### config.mk
export PLATFORM = sky130hd
export DESIGN_NAME = sosc_step_div
export DESIGN_NICKNAME = d
export VERILOG_FILES = /design/src/rtl/core/sosc_pkg.sv /design/src/rtl/core/sosc_step_div.sv
export SDC_FILE = /design/constraint.sdc
export NUM_CORES = 1
export LEC_CHECK = 0
export ABC_CLOCK_PERIOD_IN_PS = 2900
export BUFFER_PORTS_ARGS = -buffer_cell sky130_fd_sc_hd__buf_4
export CAP_MARGIN = 5
export CORE_MARGIN = 10
export CORE_UTILIZATION = 30
export DETAILED_ROUTE_END_ITERATION = 12
export MAX_ROUTING_LAYER = met4
export PLACE_DENSITY_LB_ADDON = 0.1
export SYNTH_ARGS = -nofsm -noshare
export SYNTH_HDL_FRONTEND = slang
export SYNTH_SLANG_ARGS = --single-unit
### constraint.sdc
create_clock -name clk -period 2.9 [get_ports clk]
set_input_delay 0.145 -clock clk [delete_from_list [all_inputs] [get_ports clk]]
set_output_delay 0.145 -clock clk [all_outputs]
set_load 0.01 [all_outputs]
### src/rtl/core/sosc_pkg.sv
// sosc_pkg: shared types, constants and tables for the sine oscillator
// holds the cordic arctangent table, lane struct and register indexes
// no dependencies
package sosc_pkg;

	// default parameter values
	localparam int PHASE_BITS_DEF    = 32;
	localparam int CORDIC_STAGES_DEF = 18;

	// configuration register indexes
	localparam int               CFG_IDX_W      = 2;
	localparam logic [CFG_IDX_W-1:0] REG_FRAME_RATE  = 2'd0;
	localparam logic [CFG_IDX_W-1:0] REG_START_PHASE = 2'd1;

	// field widths
	localparam int FREQ_W  = 24;
	localparam int AMP_W   = 16;
	localparam int OFF_W   = 24;
	localparam int OUT_W   = 24;
	localparam int RATE_W  = 19;
	localparam int CFG_W   = 32;
	localparam int STEP_W  = 32;
	localparam int INCP_W  = FREQ_W + STEP_W;

	// step divider: 2^40 / frame_rate, one quotient bit per cycle
	localparam int DIV_BITS = 41;
	localparam int DIV_CNT_W = 6;
	localparam logic [STEP_W-1:0] STEP_RESET = STEP_W'((64'd1 << 40) / 64'd44100);

	// cordic datapath widths
	localparam int XW = 34;
	localparam int ZW = 34;
	localparam int PW = XW + AMP_W;
	localparam int RND_W = PW - 23;
	localparam int SUM_W = RND_W + 1;
	localparam logic signed [XW-1:0] CORDIC_X0 = XW'(652032874);

	localparam int OUT_MAX = 8388607;
	localparam int OUT_MIN = -8388608;

	// arctangent of 2^-i in 32-bit turns
	localparam int ATAN_ENTRIES = 24;
	localparam logic [31:0] ATAN_TURNS [ATAN_ENTRIES] = '{
		32'd536870912, 32'd316933406, 32'd167458907, 32'd85004756,
		32'd42667331,  32'd21354465,  32'd10679838,  32'd5340245,
		32'd2670163,   32'd1335087,   32'd667544,    32'd333772,
		32'd166886,    32'd83443,     32'd41722,     32'd20861,
		32'd10430,     32'd5215,      32'd2608,      32'd1304,
		32'd652,       32'd326,       32'd163,       32'd81
	};

	// one rotation lane travelling down the cordic chain
	typedef struct packed {
		logic                    vld;
		logic                    neg;
		logic signed [AMP_W-1:0] amp;
		logic signed [OFF_W-1:0] off;
		logic signed [XW-1:0]    x;
		logic signed [XW-1:0]    y;
		logic signed [ZW-1:0]    z;
	} sosc_lane_t;

endpackage

### src/rtl/core/sosc_step_div.sv
// sosc_step_div: restoring divider giving the phase step per hertz
// step = floor(2^40 / frame_rate), saturated to 32 bits; uses sosc_pkg
module sosc_step_div import sosc_pkg::*; (
	input  logic              clk,
	input  logic              arst_n,
	input  logic              wr,
	input  logic [RATE_W-1:0] rate,
	output logic              busy,
	output logic [STEP_W-1:0] step
);

	logic [RATE_W-1:0]    div_q;
	logic [RATE_W-1:0]    rem_q;
	logic [DIV_BITS-1:0]  quo_q;
	logic [DIV_CNT_W-1:0] cnt_q;
	logic                 busy_q;
	logic [STEP_W-1:0]    step_q;

	logic                 num_bit;
	logic [RATE_W:0]      rem_sh;
	logic                 take;
	logic [RATE_W:0]      rem_sub;
	logic [DIV_BITS-1:0]  quo_nxt;

	// only the top dividend bit is set
	assign num_bit = (cnt_q == DIV_CNT_W'(DIV_BITS));
	assign rem_sh  = {rem_q, num_bit};
	assign take    = (rem_sh >= {1'b0, div_q});
	assign rem_sub = rem_sh - {1'b0, div_q};
	assign quo_nxt = {quo_q[DIV_BITS-2:0], take};

	// one quotient bit per cycle
	always_ff @(posedge clk or negedge arst_n) begin
		if (!arst_n) begin
			busy_q <= 1'b0;
			cnt_q  <= '0;
			step_q <= STEP_RESET;
		end else if (wr) begin
			if (rate == '0) begin
				busy_q <= 1'b0;
				step_q <= '1;
			end else begin
				busy_q <= 1'b1;
				cnt_q  <= DIV_CNT_W'(DIV_BITS);
			end
		end else if (busy_q) begin
			cnt_q <= cnt_q - 1'b1;
			if (cnt_q == DIV_CNT_W'(1)) begin
				busy_q <= 1'b0;
				step_q <= (|quo_nxt[DIV_BITS-1:STEP_W]) ? '1 : quo_nxt[STEP_W-1:0];
			end
		end
	end

	// datapath registers
	always_ff @(posedge clk) begin
		if (wr) begin
			div_q <= rate;
			rem_q <= '0;
			quo_q <= '0;
		end else if (busy_q) begin
			rem_q <= take ? rem_sub[RATE_W-1:0] : rem_sh[RATE_W-1:0];
			quo_q <= quo_nxt;
		end
	end

	assign busy = busy_q;
	assign step = step_q;

endmodule

==> impl_metrics.csv, run 1 <==
group,metric,value,unit
cells_and_area,mostFrequentLayoutCell,"buf_4",
sta,fin_ws,0.0399,ns
worst_setup_path,startpoint_type,"flop",
sta,fmax,350,MHz
sta,period_minus_slack,2.86,ns
global_routing,grt_overflow,0,
yosys,ys_dominant_reg_cell,"dfxtp_1",
global_routing,grt_pass1_wl,22900,µm
worst_setup_path,crit_chain,"ha_4, nor2b_4, nand4b_1, ha_4, inv_2, fa_2, a211oi_2, o211ai_1, a21boi_2, buf_4, a21oi_4, buf_8, buf_4, o22a_1",
cts,htree_levels,4,
global_routing,antenna_found_initial,0,
route,routedWlPerCell,16.1,µm
worst_setup_path,reg2reg_slack,0.04,ns
min_path,min_path_type,"in2async",
placement,dp.final_hpwl,9770,µm
yosys,synth.distinct_cells,61,
sta,drv_slew,0,
floorplanning,core,18000,µm²
cts,clock_sinks,117,
yosys,async_flop_share,33.3,%
floorplanning,initial_utilization,30.7,%
worst_setup_path,cp-startpoint,"cnt_q[0]",
worst_setup_path,slowest_stage,"dfrtp_1",
pwr,ir_worst_vdd,476,µV
yosys,netlist.area_leader.share,21.4,%
route,drt_pre_antenna_iters,4,
status,status,"completed",
worst_setup_path,end_kind,"flop",
placement,io_buffer_count,54,
worst_setup_path,cp_top_family,"compound AO/OA/AOI/OAI gates",
sta,fin_tns_setup,0,ns
worst_setup_path,r2r-start,"cnt_q[0]",
worst_setup_path,crit_end,"step[0]",
worst_setup_path,cp.required,3.20,ns
cells_and_area,final_nets,676,
pwr,power_leakage,3.03,nW
sta,worst_pin_slew,0.768,ns
yosys,netlist_area,5530,µm²
global_routing,grt.total_usage,12.0,%
worst_setup_path,cp_max_fo,9,
route,drc_errors,0,
worst_setup_path,reg2regPathDepth,14,
cells_and_area,diodes,0,
route,dr.first_iter.drc_count,229,
yosys,synth.area.top_cells,"dfxtp_1 (21%), dfrtp_1 (11%), edfxtp_1 (10%)",
worst_setup_path,r2r_end,"step[0]",
cts,cts-buffers-inserted,17,
worst_setup_path,max_stage_delay,0.41,ns
worst_setup_path,cp.arrival,3.16,ns
cells_and_area,syn_to_final_growth,31.7,%
sta,skew,0.00481,ns
floorplanning,die_x,156,µm
floorplanning,rows,49,
route,ant_nets,0,
yosys,seq_area_frac_synth,49.7,%
floorplanning,ios,55,
route,vias,4310,
job,maxCapViolCount,0,
yosys,syn_avg_cell_area,10.2,µm²
worst_setup_path,path_buf_inv,4,
worst_setup_path,path_depth,14,
sta,rsz0062_at_grt,"yes",
route,routed_wl,14100,µm
sta,slew_headroom,48.7,%
cts,path_clk_slew,0.06,ns
yosys,synth_cells,540,
cells_and_area,drive_above_1_share,26.5,%
yosys,yosys.area.top_type,"dfxtp_1",
floorplanning,dieArea,24300,µm²
cts,clock_path_buffers,2,
cts,ctsRootBufferMaster,"clkbuf_16",
yosys,syn_nets,584,
sta,hold_slack,0.261,ns
sta,hold_viol_final,0,
floorplanning,die_height,156,µm
cells_and_area,final_cell_mix,"buf_4 (80), nor2_1 (72), dfxtp_1 (59)",
global_routing,grt_max_degree,43,
cts,clk_latency,0.41,ns
pwr,power_density,707,nW/µm²
placement,routabilityCongestion,0.846,
yosys,yosys_warnings,0,
sta,setup_viol,0,
cts,cts_tree,"done",
placement,pre_cts_ws,-0.0697,ns
yosys,synth_edf_count,19,
route,viasPerCell,4.93,
global_routing,grt_pass1_vias,4276,
sta,fin_crit_sh,98.6,%
worst_setup_path,crit_type,"reg2reg",
yosys,synth_seq_cells,117,
final cells by class:
type	count	area (µm²)
repair buffers	105	858
well taps	229	287
inverters	26	97.6
multi-input cells	365	2690
clock buffers	21	493
flip-flops and latches	117	2750
clock inverters	11	110
fillers	1782	10700
sequential cells by signal, indices dropped and copies added (netlist names):
signal,flops
rem_q,19
cnt_q,6
quo_q,40
step,32
div_q,19
busy,1
cells in the mapped netlist, types with 9 or more instances:
master	n
a311oi_1	9
dfrtp_1	24
o21ai_0	12
a21oi_1	19
dfxtp_1	59
nor2_1	72
xnor2_1	9
mux2i_1	40
clkbuf_1	15
dfstp_2	15
inv_1	26
nand2_1	43
o22a_1	32
edfxtp_1	19
ha_1	21
nand3_1	12
cell families after synthesis:
logic type / Yosys count / share of synthesized area (%)
and+or+nand+nor: 165 / 13.7
adders and majority gates: 22 / 5.11
xor gates and xnor gates: 16 / 2.53
buffers and inverters: 58 / 4.57
AOI/OAI and AO/OA: 122 / 17.1
DFF: 117 / 49.7
muxes: 40 / 7.24
metal layers:
metal / part of all wire (%) / GRT usage (%) / vias to the layer above
met2: 44 / 16.7 / 89
met3: 3.6 / 3.09 / 12
li1: - / - / 2143
met5: 0 / - / -
met1: 51 / 16.8 / 2066
met4: 1.1 / 3.34 / 0
power breakdown:
| group | switching, mW | internal [mW] | total, mW |
|---|---|---|---|
| combinational | 0.582 | 0.539 | 1.12 |
| sequential | 0.0975 | 1.83 | 1.93 |
| clock | 0.784 | 1.32 | 2.10 |
worst min path at each step:
| stage | slack (ns) | cells past startpoint | to |
|---|---|---|---|
| 6_report | 0.26 | 2 | step[6] |
| 5_1_grt | 0.27 | 1 | div_q[1] |
| 4_1_cts | 0.24 | 1 | div_q[1] |
| 3_5_place_dp | 0.16 | 1 | step[6] |
| 3_3_place_gp | 0.16 | 1 | step[6] |
| 2_1_floorplan | -0.15 | 0 | busy |
timing repair:
action,in CTS,in global routing
gates cloned,0,1
gates resized for setup,2,39
pin swaps,0,12
buffers inserted,0,6
hold endpoints to repair,43,0
hold buffers,20,0
setup endpoints to repair,17,20
stage by stage:
step	utilization (%)	area (µm²)	instances	total power, mW
floorplan	-	5530	540	2.58
global placement	34.8	6280	816	2.96
detailed placement	34.8	6280	816	2.97
CTS	39.3	7090	868	5.14
global route	40.4	7280	874	5.42
finish	40.4	7280	874	5.15
No activity file was read; power rests on OpenSTA's default activity.
==> inputs of run 2 (changes only) <==
--- a/config.mk
+++ b/config.mk
@@ -8,8 +8,9 @@
 export ABC_CLOCK_PERIOD_IN_PS = 2900
 export BUFFER_PORTS_ARGS = -buffer_cell sky130_fd_sc_hd__buf_4
 export CAP_MARGIN = 5
+export CORE_ASPECT_RATIO = 0.9
 export CORE_MARGIN = 10
-export CORE_UTILIZATION = 30
+export CORE_UTILIZATION = 35
 export DETAILED_ROUTE_END_ITERATION = 12
 export MAX_ROUTING_LAYER = met4
 export PLACE_DENSITY_LB_ADDON = 0.1
==> run 2 against run 1 <==
Effect of this change: the run now ends with setup timing left; worst hold slack got worse by 0.086 ns; fmax shrank 3.6%; cell count decreased by 3.5%; global-route usage up 1.3 points; final area decreased by 1.3%; first-iteration DRC count grew 8.7%; critical path type unchanged; highest routed layer unchanged.
==> impl_metrics.csv, run 2 (same netlist as run 1, synthesis figures left out) <==
group,metric,value,unit
sta,skew,0.00860,ns
cells_and_area,layoutNonFillerInstCount,843,
cells_and_area,mostFrequentLayoutCell,"buf_4",
placement,dp.final_hpwl,9240,µm
sta,hold_slack,0.175,ns
floorplanning,core,15400,µm²
placement,placed_cells,784,
global_routing,grt_overflow,0,
route,routed_wl,13900,µm
sta,slew_headroom,50.7,%
sta,worst_pin_slew,0.738,ns
pwr,seqPwrFrac,38.5,%
route,dr.first_iter.drc_count,249,
floorplanning,ios,55,
route,vias,4275,
global_routing,grt_max_degree,50,
status,violations,"setup timing",
worst_setup_path,startpoint_type,"flop",
sta,setup_viol,7,
cts,cts_tree,"done",
global_routing,antenna_found_initial,0,
floorplanning,rows,43,
worst_setup_path,reg2regPathDepth,15,
route,viasPerCell,5.07,
floorplanning,initial_utilization,35.8,%
cts,clk_latency,0.41,ns
sta,fmax,337,MHz
pwr,intPower,3.61,mW
min_path,holdPathStages,2,
worst_setup_path,end_kind,"flop",
cts,ctsRootBufferMaster,"clkbuf_16",
pwr,pwr-share-comb,21.2,%
global_routing,grt_pass1_vias,4318,
worst_setup_path,crit_type,"reg2reg",
cells_and_area,diodes,0,
status,status,"finished, violations left",
global_routing,grt_pass1_wl,22800,µm
pwr,power_leakage,3.02,nW
placement,io_buffer_count,54,
placement,routabilityCongestion,0.869,
cells_and_area,final_cell_area,7190,µm²
worst_setup_path,cp_max_fo,4,
cts,clock_path_buffers,2,
job,maxCapViolCount,0,
cells_and_area,final_nets,672,
sta,hold_viol_final,0,
floorplanning,dieArea,21200,µm²
pwr,power_density,704,nW/µm²
pwr,power.share.switching,28.6,%
route,drt_pre_antenna_iters,5,
cells_and_area,drive_above_1_share,25.3,%
sta,period_minus_slack,2.97,ns
placement,dpl_cell_area,6190,µm²
route,ant_nets,0,
pwr,clkPwrFrac,40.3,%
cells_and_area,syn_to_final_growth,30.0,%
cts,path_clk_slew,0.06,ns
sta,fin_crit_sh,102,%
pwr,power.switching,1.45,mW
sta,fin_tns_setup,-0.289,ns
worst_setup_path,cp.required,3.21,ns
worst_setup_path,cp.arrival,3.28,ns
route,drc_errors,0,
cts,clock_sinks,117,
pwr,ir_worst_vdd,576,µV
cells_and_area,top_register,"quo_q",
cts,cts-buffers-inserted,17,
cells_and_area,final_cell_mix,"buf_4 (75), nor2_1 (72), dfxtp_1 (59)",
sta,drv_slew,0,
min_path,min_path_type,"in2reg",
cells_and_area,largest_reg_flops,40,
floorplanning,die_x,153,µm
route,routedWlPerCell,16.5,µm
sta,rsz0062_at_grt,"yes",
global_routing,grt.total_usage,13.4,%
cts,htree_levels,4,
sta,fin_ws,-0.0679,ns
floorplanning,die_height,139,µm
## run 2: changes by cell type in the layout (fill, tap and decap cells not counted), sizes merged
| cell | change |
|---|---|
| buf | -4 |
| clkbuf | -2 |
| clkinv | +6 |
| clkinvlp | -2 |
| inv | -2 |
## run 2: layer usage
metal,GRT usage [%],routed length [µm],share of wire [%],vias to the layer above
met2,18.9,6160,44,75
met1,18.1,7060,51,2058
li1,-,-,-,2138
met5,-,0,0,-
met4,3.56,72,0.52,0
met3,4.07,601,4.3,4
## run 2: final cells by class
type | instances | area, µm²
clock buffers | 19 | 464
repair buffers | 101 | 840
clock inverters | 13 | 123
multi-input cells | 365 | 2660
inverters | 26 | 97.6
well taps | 202 | 253
flip-flops and latches | 117 | 2750
fillers | 1425 | 8250
## run 2: timing repair
| action | CTS | global route |
|---|---|---|
| setup buffers | 0 | 6 |
| pin swaps | 0 | 22 |
| setup endpoints to repair | 14 | 19 |
| cloned | 0 | 1 |
| gates resized for setup | 4 | 36 |
| hold buffers | 20 | 0 |
| endpoints found under the hold margin | 43 | 0 |
## run 2: stage by stage
| step | utilization [%] | total power, mW | worst slack [ns] |
|---|---|---|---|
| global route | 46.6 | 5.32 | -0.241 |
| finish | 46.6 | 5.06 | -0.0679 |
| detailed placement | 40.1 | 2.95 | -0.120 |
| CTS | 45.3 | 5.05 | 0.0394 |
| global placement | 40.1 | 2.94 | -0.158 |
| floorplan | - | 2.58 | 0.0618 |
## run 2: power groups by stage
stage | sequential (mW) | combinational (mW) | clock, mW
floorplan | 1.97 | 0.608 | 0
finish | 1.95 | 1.07 | 2.04
global placement | 1.97 | 0.968 | 0
detailed placement | 1.98 | 0.971 | 0
CTS | 1.94 | 1.01 | 2.10
global route | 1.97 | 1.18 | 2.18
## run 2: critical path, cell delays in order (launching register included)
cell      delay (ns)
dfrtp_1         0.37
inv_2           0.06
ha_4            0.15
nor2b_4         0.12
nand4b_1        0.12
ha_2            0.20
inv_2           0.04
fa_2            0.39
a211oi_2        0.25
o211ai_1        0.19
a21boi_2        0.24
a21o_1          0.19
buf_6           0.13
buf_12          0.11
nand2_2         0.05
a311oi_2        0.25
## run 2: path summary, 6_finish.rpt
| kind | from | endpoint | slack, ns |
|---|---|---|---|
| worst max-delay path | cnt_q[1] | rem_q[3] | -0.07 |
| worst min-delay path | wr | quo_q[1] | 0.18 |
| worst max register to register | cnt_q[1] | rem_q[3] | -0.07 |
| worst min register to register | quo_q[19] | step[20] | 0.47 |
| max in group asynchronous | arst_n | step[21] | 2.25 |
| min in group asynchronous | arst_n | busy | 0.26 |
