<file path="config.mk">
export PLATFORM = sky130hd
export DESIGN_NAME = sosc_cordic_cell
export DESIGN_NICKNAME = d
export VERILOG_FILES = /design/src/rtl/core/sosc_pkg.sv /design/src/rtl/core/sosc_cordic_cell.sv
export SDC_FILE = /design/constraint.sdc
export NUM_CORES = 1
export LEC_CHECK = 0
export BUFFER_PORTS_ARGS = -buffer_cell sky130_fd_sc_hd__buf_2
export CORE_UTILIZATION = 30
export DETAILED_ROUTE_END_ITERATION = 16
export PLACE_DENSITY = 0.5
export SYNTH_ARGS = -nofsm -noshare
export SYNTH_HDL_FRONTEND = slang
export SYNTH_SLANG_ARGS = --single-unit
export TNS_END_PERCENT = 5
</file>
<file path="constraint.sdc">
create_clock -name clk -period 2.08 [get_ports clk]
set_input_delay 0.104 -clock clk [delete_from_list [all_inputs] [get_ports clk]]
set_output_delay 0.104 -clock clk [all_outputs]
set_load 0.1 [all_outputs]
</file>
<file path="src/rtl/core/sosc_pkg.sv">
// sosc_pkg: shared types, constants and tables for the sine oscillator
// holds the cordic arctangent table, lane struct and register indexes
// no dependencies
package sosc_pkg;

	// default parameter values
	localparam int PHASE_BITS_DEF    = 32;
	localparam int CORDIC_STAGES_DEF = 18;

	// configuration register indexes
	localparam int               CFG_IDX_W      = 2;
	localparam logic [CFG_IDX_W-1:0] REG_FRAME_RATE  = 2'd0;
	localparam logic [CFG_IDX_W-1:0] REG_START_PHASE = 2'd1;

	// field widths
	localparam int FREQ_W  = 24;
	localparam int AMP_W   = 16;
	localparam int OFF_W   = 24;
	localparam int OUT_W   = 24;
	localparam int RATE_W  = 19;
	localparam int CFG_W   = 32;
	localparam int STEP_W  = 32;
	localparam int INCP_W  = FREQ_W + STEP_W;

	// step divider: 2^40 / frame_rate, one quotient bit per cycle
	localparam int DIV_BITS = 41;
	localparam int DIV_CNT_W = 6;
	localparam logic [STEP_W-1:0] STEP_RESET = STEP_W'((64'd1 << 40) / 64'd44100);

	// cordic datapath widths
	localparam int XW = 34;
	localparam int ZW = 34;
	localparam int PW = XW + AMP_W;
	localparam int RND_W = PW - 23;
	localparam int SUM_W = RND_W + 1;
	localparam logic signed [XW-1:0] CORDIC_X0 = XW'(652032874);

	localparam int OUT_MAX = 8388607;
	localparam int OUT_MIN = -8388608;

	// arctangent of 2^-i in 32-bit turns
	localparam int ATAN_ENTRIES = 24;
	localparam logic [31:0] ATAN_TURNS [ATAN_ENTRIES] = '{
		32'd536870912, 32'd316933406, 32'd167458907, 32'd85004756,
		32'd42667331,  32'd21354465,  32'd10679838,  32'd5340245,
		32'd2670163,   32'd1335087,   32'd667544,    32'd333772,
		32'd166886,    32'd83443,     32'd41722,     32'd20861,
		32'd10430,     32'd5215,      32'd2608,      32'd1304,
		32'd652,       32'd326,       32'd163,       32'd81
	};

	// one rotation lane travelling down the cordic chain
	typedef struct packed {
		logic                    vld;
		logic                    neg;
		logic signed [AMP_W-1:0] amp;
		logic signed [OFF_W-1:0] off;
		logic signed [XW-1:0]    x;
		logic signed [XW-1:0]    y;
		logic signed [ZW-1:0]    z;
	} sosc_lane_t;

endpackage

</file>
<file path="src/rtl/core/sosc_cordic_cell.sv">
// sosc_cordic_cell: one rotation-mode cordic iteration with its register
// shift and arctangent fixed by IDX; uses sosc_pkg
module sosc_cordic_cell import sosc_pkg::*; #(
	parameter int IDX = 0
) (
	input  logic       clk,
	input  logic       arst_n,
	input  logic       en,
	input  sosc_lane_t lane_in,
	output sosc_lane_t lane_out
);

	localparam logic signed [ZW-1:0] ATAN = ZW'(ATAN_TURNS[IDX]);

	sosc_lane_t lane_nxt;
	sosc_lane_t lane_q;
	logic signed [XW-1:0] x_sh;
	logic signed [XW-1:0] y_sh;

	assign x_sh = lane_in.x >>> IDX;
	assign y_sh = lane_in.y >>> IDX;

	// rotate towards zero residual angle
	always_comb begin
		lane_nxt = lane_in;
		if (!lane_in.z[ZW-1]) begin
			lane_nxt.x = lane_in.x - y_sh;
			lane_nxt.y = lane_in.y + x_sh;
			lane_nxt.z = lane_in.z - ATAN;
		end else begin
			lane_nxt.x = lane_in.x + y_sh;
			lane_nxt.y = lane_in.y - x_sh;
			lane_nxt.z = lane_in.z + ATAN;
		end
	end

	// hand on to the next cell
	always_ff @(posedge clk or negedge arst_n) begin
		if (!arst_n) begin
			lane_q <= '0;
		end else if (en) begin
			lane_q <= lane_nxt;
		end
	end

	assign lane_out = lane_q;

endmodule

</file>
==> qor.yml, run 1 <==
synth_seq_area_share_pct: 31.8
path_max_fanout: 5
viasPerCell: 4.97
worstMarginPinSlew_ns: 0.584
drtIter0Drc: 784
dp_slack_ns: -0.952
p_int_mw: 7.12
clock_latency_ns: 0.43
rsz0062_at_grt: "yes"
grt_max_degree: 77
cts-htree-levels: 4
gp_congestion: 0.932
netlist.area_leader.share_pct: 31.8
die_w_um: 196
synth_nets: 1553
ys_ff_latch: 143
p_per_area_nw_per_um2: 817
setup_violations: 31
min_path_cells: 3
post-route-period-util_pct: 115
antenna_found_initial: 0
p_sw_mw: 7.37
synth_area_leaders: "dfrtp_1 32%, ha_1 11%, mux2_2 8.6%, a21oi_1 7.4%, nor2_1 4.7%"
stdcell_count: 2437
final_nets: 2209
root_buffer: "clkbuf_16"
cpMostUsedCell: "a21oi_1"
postPlaceCellArea_um2: 15800
outcome: "complete, but fails checks"
avgSynthCellArea_um2: 8.67
ant_nets: 0
die_h_um: 196
fin_area_um2: 17800
firstDrtPassIters: 5
grt_overflow: 0
antennaDiodeCount: 0
dieArea_um2: 38300
met3_usage_pct: 3.42
whs_endpoint: "lane_out[34]$_DFFE_PN0P_"
dr_total_vias: 12100
drc: 0
r2r_cells: 1
cts.sinks: 143
slew_headroom_pct: 61.3
synth_top_cell_by_area: "dfrtp_1"
rows: 70
cp_slowest_stage_delay_ns: 0.41
busiest_layer: "met2"
fin_skew_ns: 0
p_leak_nw: 8.46
fmax_mhz: 419
critical_path_class: "in2reg"
clock_power_share_pct: 21.9
n_fill_cell: 3583
max-vdd-ir-drop_v: 0.000618
failed_checks: "setup timing"
worstReg2RegEnd: "lane_out[92]$_DFFE_PN0P_"
p_seq_share_pct: 24.0
cp.arrival_ns: 2.68
drv_cap: 0
synth_ff_type: "dfrtp_1"
coreArea_um2: 36800
synth_cell_types: 79
critPathRequiredTime_ns: 2.38
postSynth.asyncResetShare_pct: 100
finalWirelength_um: 44500
seqCellArea_um2: 3580
ys.warnings.count: 0
multi_input_area_um2: 7670
worstPathCellList: "buf_6 > inv_1 > ha_1 > fa_1 > nor2b_1 > o31a_1 > o21a_1 > a21o_1 > a21oi_1 > buf_4 > o2111ai_1 > o311ai_0 > xnor2_1 > a21oi_1"
dp_hpwl_um: 35500
grt_pass1_wl_um: 67300
crit_path_start_kind: "primary input"
grt_util_met2_pct: 37.8
clkTransAtPathRegs_ns: 0.07
fin_crit_ns: 2.39
hold_viol_final: 0
areaGrowthSynthToFinish_pct: 57.6
cp-end-kind: "flip-flop"
comb_power_share_pct: 54.1
clock_path_buffers: 2
cts_buffers: 17
hold_start: "lane_in[68]"
reg2reg_from: "lane_out[92]$_DFFE_PN0P_"
place_inst: 2329
numPortBuffers: 290
cts_tree: "built"
gr-usage-met1_pct: 29.6
cp_top_family: "compound AO/OA/AOI/OAI gates"
grt_pass1_vias: 12000
routedWlPerCell_um: 18.3
io_pins: 291
synth_edf_count: 0
largest_register_ffs: 143
sw_frac_of_total_pct: 50.9
drive_above_1_share_pct: 44.0
syn_area_um2: 11300
slew_viol_final: 0
r2r_slack_ns: 1.23
min_path_type: "in2reg"
synth_cells: 1300
start_util_pct: 30.6
p_total_mw: 14.5
critPathSlowestCell: "fa_1"
path_buf_inv: 3
fin_ws_ns: -0.305
grt_use_total_pct: 22.7
## cell usage after synthesis, types with 7 or more instances
cell type / n
a211oi_1: 12
a21o_1: 21
a21oi_1: 166
a221oi_1: 7
a31oi_1: 10
buf_2: 18
clkbuf_1: 40
dfrtp_1: 143
ha_1: 102
inv_1: 101
mux2_2: 86
mux2i_1: 12
nand2_1: 57
nand2b_1: 11
nand3_1: 14
nand4_1: 14
nor2_1: 141
nor2b_1: 12
nor3_1: 17
nor4_1: 8
o211ai_1: 10
o21a_1: 11
o21ai_0: 85
o21bai_1: 18
o31ai_1: 7
xnor2_1: 59
xor2_1: 8
## layout by cell type, fill, tap and decap left out, types with 10 or more instances in the layout
cell type	n
o21bai_1	18
o211ai_1	10
nand4_1	14
nor3_1	17
buf_2	285
buf_4	335
ha_1	81
dfrtp_1	143
mux2_2	86
inv_1	96
nand2b_1	10
mux2i_1	12
nor2_1	138
a21oi_1	150
xnor2_1	58
o21ai_1	17
clkbuf_16	17
a21oi_2	10
o21a_1	10
o21ai_0	66
nor2b_1	10
nand2_1	57
nand3_1	14
dlygate4sd3_1	73
ha_4	17
a21o_1	21
## worst max-delay path by stage
stage / startpoint / slack (ns) / depth (start not counted) / to
after detailed placement: lane_in[36] / -0.95 / 15 / lane_out[99]$_DFFE_PN0P_
after CTS: lane_in[34] / -0.29 / 13 / lane_out[98]$_DFFE_PN0P_
final: lane_in[68] / -0.31 / 14 / lane_out[88]$_DFFE_PN0P_
after global routing: lane_in[43] / -0.37 / 13 / lane_out[100]$_DFFE_PN0P_
after global placement: lane_in[48] / -0.85 / 14 / lane_out[101]$_DFFE_PN0P_
after floorplan: lane_in[78] / -0.39 / 10 / lane_out[92]$_DFFE_PN0P_
## cell families after synthesis
group	Yosys count	share of synthesized area, %
AOI/OAI and AO/OA	409	22.6
buffers and inverters	176	6.33
DFF	143	31.8
adders and majority gates	106	12.0
muxes	99	9.79
xor gates and xnor gates	67	5.21
and+or+nand+nor	300	12.3
## layout make-up
type	count	share of cell area [%]
sequential	143	20.2
inverter	105	2.29
multi-input combinational	981	43.2
clock buffer	17	2.40
timing repair buffer	708	27.6
clock inverter	15	1.04
tap	468	3.30
## through the flow
step                      hold WS, ns  TNS (ns)  util [%]
after floorplan                -0.192     -6.75         -
after global placement        -0.0233    -33.05      43.0
after CTS                      0.0214     -3.73      47.6
final                          0.0114     -3.72      48.3
after detailed placement      -0.0192    -35.94      43.0
after global routing           0.0230     -7.61      48.3
## layer usage
metal	vias up	wire [µm]	part of all wire (%)
met3	51	2460	5.5
met4	0	1140	2.6
li1	5908	-	-
met5	-	0	0
met2	396	20800	47
met1	5761	20100	45
## power by group through the flow
| stage | clock network [mW] | logic [mW] | registers, mW |
|---|---|---|---|
| after floorplan | 0 | 2.00 | 6.73 |
| after global placement | 0 | 7.50 | 3.51 |
| after detailed placement | 0 | 7.52 | 3.53 |
| after CTS | 3.28 | 7.76 | 3.47 |
| after global routing | 3.36 | 8.24 | 3.53 |
| final | 3.18 | 7.85 | 3.47 |
## what timing repair did
action	4_1_cts	5_1_grt
cloned	0	0
endpoints found under the hold margin	215	0
setup buffers	0	4
gates resized for setup	69	53
hold buffers	73	0
pin swaps	14	23
setup endpoints to repair	44	43
Note: power is estimated with default switching activity, not from simulation.
==> inputs of run 2 (changes only) <==
Settings changed: CTS_BUF_LIST set to sky130_fd_sc_hd__clkbuf_4 sky130_fd_sc_hd__clkbuf_8.
Clock period 2.08 ns to 2.7 ns, I/O delays scaled along.
==> qor.yml, run 2 (synthesized netlist as in run 1, its figures left out) <==
cp_top_family: "compound AO/OA/AOI/OAI gates"
antenna_found_initial: 0  # unchanged
min_path_type: "in2reg"
gp_congestion: 0.910  # -2.4%
cp_slowest_stage_delay_ns: 0.41  # about the same
hold_viol_final: 0  # unchanged
whs_ns: 0.0593  # +0.0479 ns
slew_headroom_pct: 35.9  # -25 points
reg2reg_from: "lane_out[92]$_DFFE_PN0P_"
numPortBuffers: 290  # unchanged
hold_start: "lane_in[30]"
drive_above_1_share_pct: 37.9  # -6.1 points
place_inst: 2267  # -2.7%
cpMostUsedCell: "buf_4"
routedWlPerCell_um: 17.7  # -2.9%
cp-end-kind: "flip-flop"
fin_crit_ns: 2.60
drc: 0  # unchanged
grt_pass1_vias: 11800  # -1.1%
cp.arrival_ns: 2.97  # +0.29 ns
slew_viol_final: 0  # unchanged
cts_buffers: 17  # unchanged
utilization_pct: 44.6  # -3.6 points
clock_latency_ns: 0.49  # +0.06 ns
worstMarginPinSlew_ns: 0.962  # +0.377 ns
p_seq_share_pct: 25.4  # +1.4 points
clock_power_share_pct: 19.8  # -2.1 points
crit_path_start_kind: "primary input"
p_leak_nw: 7.97  # -5.7%
critical_path_class: "in2reg"
root_buffer: "clkbuf_8"
finalWirelength_um: 42100  # -5.4%
cts_tree: "built"
dp_hpwl_um: 33300  # -6.0%
antennaDiodeCount: 0  # unchanged
start_util_pct: 30.6  # unchanged
critPathSlowestCell: "fa_1"
largest_register_ffs: 143  # unchanged
n_fill_cell: 3657  # +2.1%
final_nets: 2145  # -2.9%
crit_start: "lane_in[34]"
rows: 70  # unchanged
io_pins: 291  # unchanged
clkTransAtPathRegs_ns: 0.09  # +0.02 ns
layout_common_cells: "288 x buf_2, 276 x buf_4, 165 x a21oi_1"
max-vdd-ir-drop_v: 0.000463  # -25%
p_sw_mw: 5.42  # -26%
stdcell_count: 2373  # -2.6%
areaGrowthSynthToFinish_pct: 45.7
die_w_um: 196  # unchanged
viasPerCell: 5.00  # +0.48%
grt_pass1_wl_um: 64500  # -4.1%
setup_violations: 0  # -100%
outcome: "complete, no violations"
grt_overflow: 0  # unchanged
path_max_fanout: 5  # unchanged
sw_frac_of_total_pct: 51.9  # +1.0 points
cts.sinks: 143  # unchanged
drtIter0Drc: 725  # -7.5%
clock_path_buffers: 2  # unchanged
fmax_mhz: 385
p_int_mw: 5.02  # -30%
fin_area_um2: 16400  # -7.5%
grt_max_degree: 116  # +51%
dr_total_vias: 11900  # -2.2%
cts-htree-levels: 4  # unchanged
fin_tns_setup_ns: 0  # +3.72 ns
critPathRequiredTime_ns: 3.08  # +0.70 ns
dieArea_um2: 38300  # unchanged
p_per_area_nw_per_um2: 636  # -22%
ant_nets: 0  # unchanged
worstPathCellList: "buf_2 > ha_1 > fa_1 > nor2b_2 > o221ai_2 > buf_4 > a2111oi_4 > buf_4 > o2111ai_1 > buf_4 > a21oi_2 > o41ai_2 > a21oi_1 > xnor2_1 > mux2_2"
coreArea_um2: 36800  # unchanged
grt_use_total_pct: 21.8  # -0.89 points
drv_cap: 0  # unchanged
fin_skew_ns: 0  # unchanged
comb_power_share_pct: 54.8  # +0.7 points
path_buf_inv: 4  # +1
post-route-period-util_pct: 96.2
postPlaceCellArea_um2: 15200  # -4.2%
rsz0062_at_grt: "yes"
layout.cells.most_common: "buf_2"
firstDrtPassIters: 7  # +2
die_h_um: 196  # unchanged
[run 2: power by group through the flow]
stage               Clock, mW  Combinational, mW  Sequential [mW]
finish                   2.07               5.72             2.65
global route             2.22               6.02             2.70
CTS                      2.15               5.72             2.66
detailed placement          0               5.62             2.70
global placement            0               5.60             2.69
floorplan                   0               1.49             5.18
[run 2: area by class of cell]
class                   count  area [µm²]  area share [%]
multi-input cells         981        7030            42.9
flip-flops and latches    143        3580            21.8
inverters                 105         394            2.40
repair buffers            644        4370            26.6
clock inverters            14         209            1.27
clock buffers              18         248            1.51
well taps                 468         586            3.57
[run 2: layer usage]
metal  track usage, %  up-vias  wire length [µm]
li1                 -     5781                 -
met5                0        -                 0
met2             36.2      374             19600
met3             3.44       67              2190
met4             8.65        0              1240
met1             28.2     5633             19100
[run 2: final timing paths]
path	endpoint	slack [ns]	depth (start not counted)
worst max-delay path	lane_out[98]$_DFFE_PN0P_	0.10	15
worst min-delay path	lane_out[30]$_DFFE_PN0P_	0.06	3
worst max register to register	lane_out[92]$_DFFE_PN0P_	1.85	1
worst min register to register	lane_out[29]$_DFFE_PN0P_	0.50	2
max in group asynchronous	lane_out[36]$_DFFE_PN0P_	1.75	3
min in group asynchronous	lane_out[84]$_DFFE_PN0P_	0.21	2
[run 2: timing repair]
| action | 4_1_cts | 5_1_grt |
|---|---|---|
| hold endpoints to repair | 147 | 0 |
| pin swaps | 0 | 3 |
| endpoints found under the setup margin | 8 | 15 |
| hold buffers | 73 | 0 |
| gates resized for setup | 1 | 10 |
| buffers inserted | 0 | 1 |
[run 2: metrics by stage]
| stage | setup WS [ns] | total power, mW |
|---|---|---|
| 6_report | 0.102 | 10.4 |
| 5_1_grt | -0.0490 | 10.9 |
| 4_1_cts | 0.0665 | 10.5 |
| 3_5_place_dp | -0.672 | 8.31 |
| 3_3_place_gp | -0.709 | 8.29 |
| 2_1_floorplan | 0.0287 | 6.67 |
[run 2: worst min-delay path, stage by stage]
cell and delay, ns:
buf_2 0.10, fa_1 0.15, mux2_2 0.13
==> inputs of run 3 (changes only) <==
Settings changed: BUFFER_PORTS_ARGS -buffer_cell sky130_fd_sc_hd__buf_2 to unset, DONT_BUFFER_PORTS set to 1, PLACE_DENSITY 0.5 to 0.44.
==> qor.yml, run 3 (synthesized netlist as in run 1, its figures left out) <==
io_pins: 291  # unchanged
worstPathCellList: "ha_1 > fa_1 > nor2b_1 > o221ai_1 > a2111oi_4 > buf_4 > nor2_1 > o21ai_0 > nand2_1 > o31ai_1 > buf_4 > xnor2_1 > a21oi_1 > dlygate4sd3_1"
finalWirelength_um: 43300  # +3.0%
root_buffer: "clkbuf_8"
p_total_mw: 10.1  # -3.3%
setup_violations: 0  # unchanged
firstDrtPassIters: 5  # -2
cts_setup_buffers: 0  # unchanged
final_nets: 1933  # -9.9%
p_per_area_nw_per_um2: 643  # +1.1%
utilization_pct: 42.7  # -1.9 points
gp_congestion: 0.895  # -1.7%
n_fill_cell: 3619  # -1.0%
reg2reg_from: "lane_out[107]$_DFFE_PN0P_"
layout_common_cells: "263 x buf_4, 168 x dlygate4sd3_1, 164 x a21oi_1"
layout.cells.most_common: "buf_4"
cts-htree-levels: 4  # unchanged
rsz0062_at_grt: "yes"
cp_slowest_stage_delay_ns: 0.56  # +0.15 ns
critPathSlowestCell: "dlygate4sd3_1"
fmax_mhz: 374  # -2.8%
cp-end-kind: "flip-flop"
fin_tns_setup_ns: 0  # unchanged
dieArea_um2: 38300  # unchanged
worstReg2RegEnd: "lane_out[107]$_DFFE_PN0P_"
slew_headroom_pct: 31.1  # -4.8 points
dr_total_vias: 11100  # -6.7%
outcome: "complete, but fails checks"
grt_overflow: 0  # unchanged
critPathRequiredTime_ns: 3.08  # about the same
r2r_cells: 2  # +1
coreArea_um2: 36800  # unchanged
worstMarginPinSlew_ns: 1.03  # +0.0722 ns
routedWlPerCell_um: 20.0  # +13%
antennaDiodeCount: 0  # unchanged
drc: 0  # unchanged
areaGrowthSynthToFinish_pct: 39.3
drv_cap: 0  # unchanged
post-route-period-util_pct: 99.0  # +2.7 points
crit_path_start_kind: "primary input"
cts_buffers: 17  # unchanged
drive_above_1_share_pct: 24.5  # -13 points
drtIter0Drc: 629  # -13%
min_path_type: "in2async"
die_h_um: 196  # unchanged
die_w_um: 196  # unchanged
fin_skew_ns: 0  # unchanged
grt_use_total_pct: 22.5  # +0.72 points
clock_latency_ns: 0.49  # about the same
slew_viol_final: 0  # unchanged
numPortBuffers: 0  # -100%
cpMostUsedCell: "buf_4"
critical_path_class: "in2reg"
grt_pass1_wl_um: 65900  # +2.1%
dp_hpwl_um: 31700  # -4.9%
grt_max_degree: 144  # +24%
fin_crit_ns: 2.67  # +0.0737 ns
largest_register_ffs: 143  # unchanged
rows: 70  # unchanged
clkTransAtPathRegs_ns: 0.12  # +0.03 ns
hold_viol_final: 143  # +143
viasPerCell: 5.12  # +2.4%
grt_pass1_vias: 11100  # -5.8%
failed_checks: "hold timing"
seqCellArea_um2: 3580  # about the same
p_leak_nw: 7.09  # -11%
max-vdd-ir-drop_v: 0.000285  # -38%
path_max_fanout: 4  # -1
hold_buffers: 169  # +130%
clock_path_buffers: 2  # unchanged
ant_nets: 0  # unchanged
cts.sinks: 143  # unchanged
cts_tree: "built"
start_util_pct: 30.6  # unchanged
r2r_slack_ns: 0.77  # -1.08 ns
antenna_found_initial: 0  # unchanged
cp.arrival_ns: 3.05  # +0.08 ns
multi_input_area_um2: 7030  # unchanged
whs_ns: -0.669  # -0.729 ns
-- run 3: report_power, final --
group	switching (mW)	internal [mW]	leakage, nW	total [mW]
registers	1.45	2.44	1.65	3.89
logic	2.77	1.60	5.23	4.37
clock network	1.12	0.716	0.211	1.84
total	5.34	4.76	7.09	10.1
-- run 3: area by class of cell --
class	count	area share [%]
multi-input combinational	981	44.8
timing repair buffer	432	23.5
sequential	143	22.8
tap	468	3.73
inverter	105	2.51
clock buffer	17	1.49
clock inverter	15	1.20
-- run 3: what timing repair did --
action,in CTS,in global routing
endpoints found under the setup margin,0,13
endpoints found under the hold margin,286,143
gates resized for setup,0,11
-- run 3: worst max-delay path, delay by kind of cell --
kind	cells	cell delay (ns)
simple gates	3	0.34
compound gates	5	1.14
fa+ha+maj	2	0.37
xor+xnor	1	0.11
buf+inv	3	0.93
-- run 3: how the worst max path moves through the flow --
stage,startpoint,end,slack (ns),cells past startpoint
floorplan,lane_in[44],lane_out[92]$_DFFE_PN0P_,0.03,11
global placement,lane_in[34],lane_out[66]$_DFFE_PN0P_,-0.33,12
detailed placement,lane_in[34],lane_out[66]$_DFFE_PN0P_,-0.40,12
CTS,lane_in[39],lane_out[93]$_DFFE_PN0P_,0.04,14
global route,lane_in[36],lane_out[57]$_DFFE_PN0P_,-0.10,13
finish,lane_in[34],lane_out[82]$_DFFE_PN0P_,0.03,14
-- run 3: routing by layer --
metal  routed length, µm  vias up  global-route usage (%)
met5                   0        -                       0
met4                 752        0                    5.96
met3                2690       47                    4.78
met2               20400      351                    37.2
met1               19400     5312                    29.6
li1                    -     5349                       -
-- run 3: stage by stage --
stage | cells | setup WS (ns) | area (µm²) | hold WS, ns
6_report | 2161 | 0.0279 | 15700 | -0.669
5_1_grt | 2161 | -0.104 | 15700 | -0.721
4_1_cts | 2161 | 0.0385 | 15600 | -0.721
3_5_place_dp | 1960 | -0.396 | 13500 | -0.154
3_3_place_gp | 1960 | -0.327 | 13500 | -0.152
2_1_floorplan | 1300 | 0.0287 | 11300 | -0.161
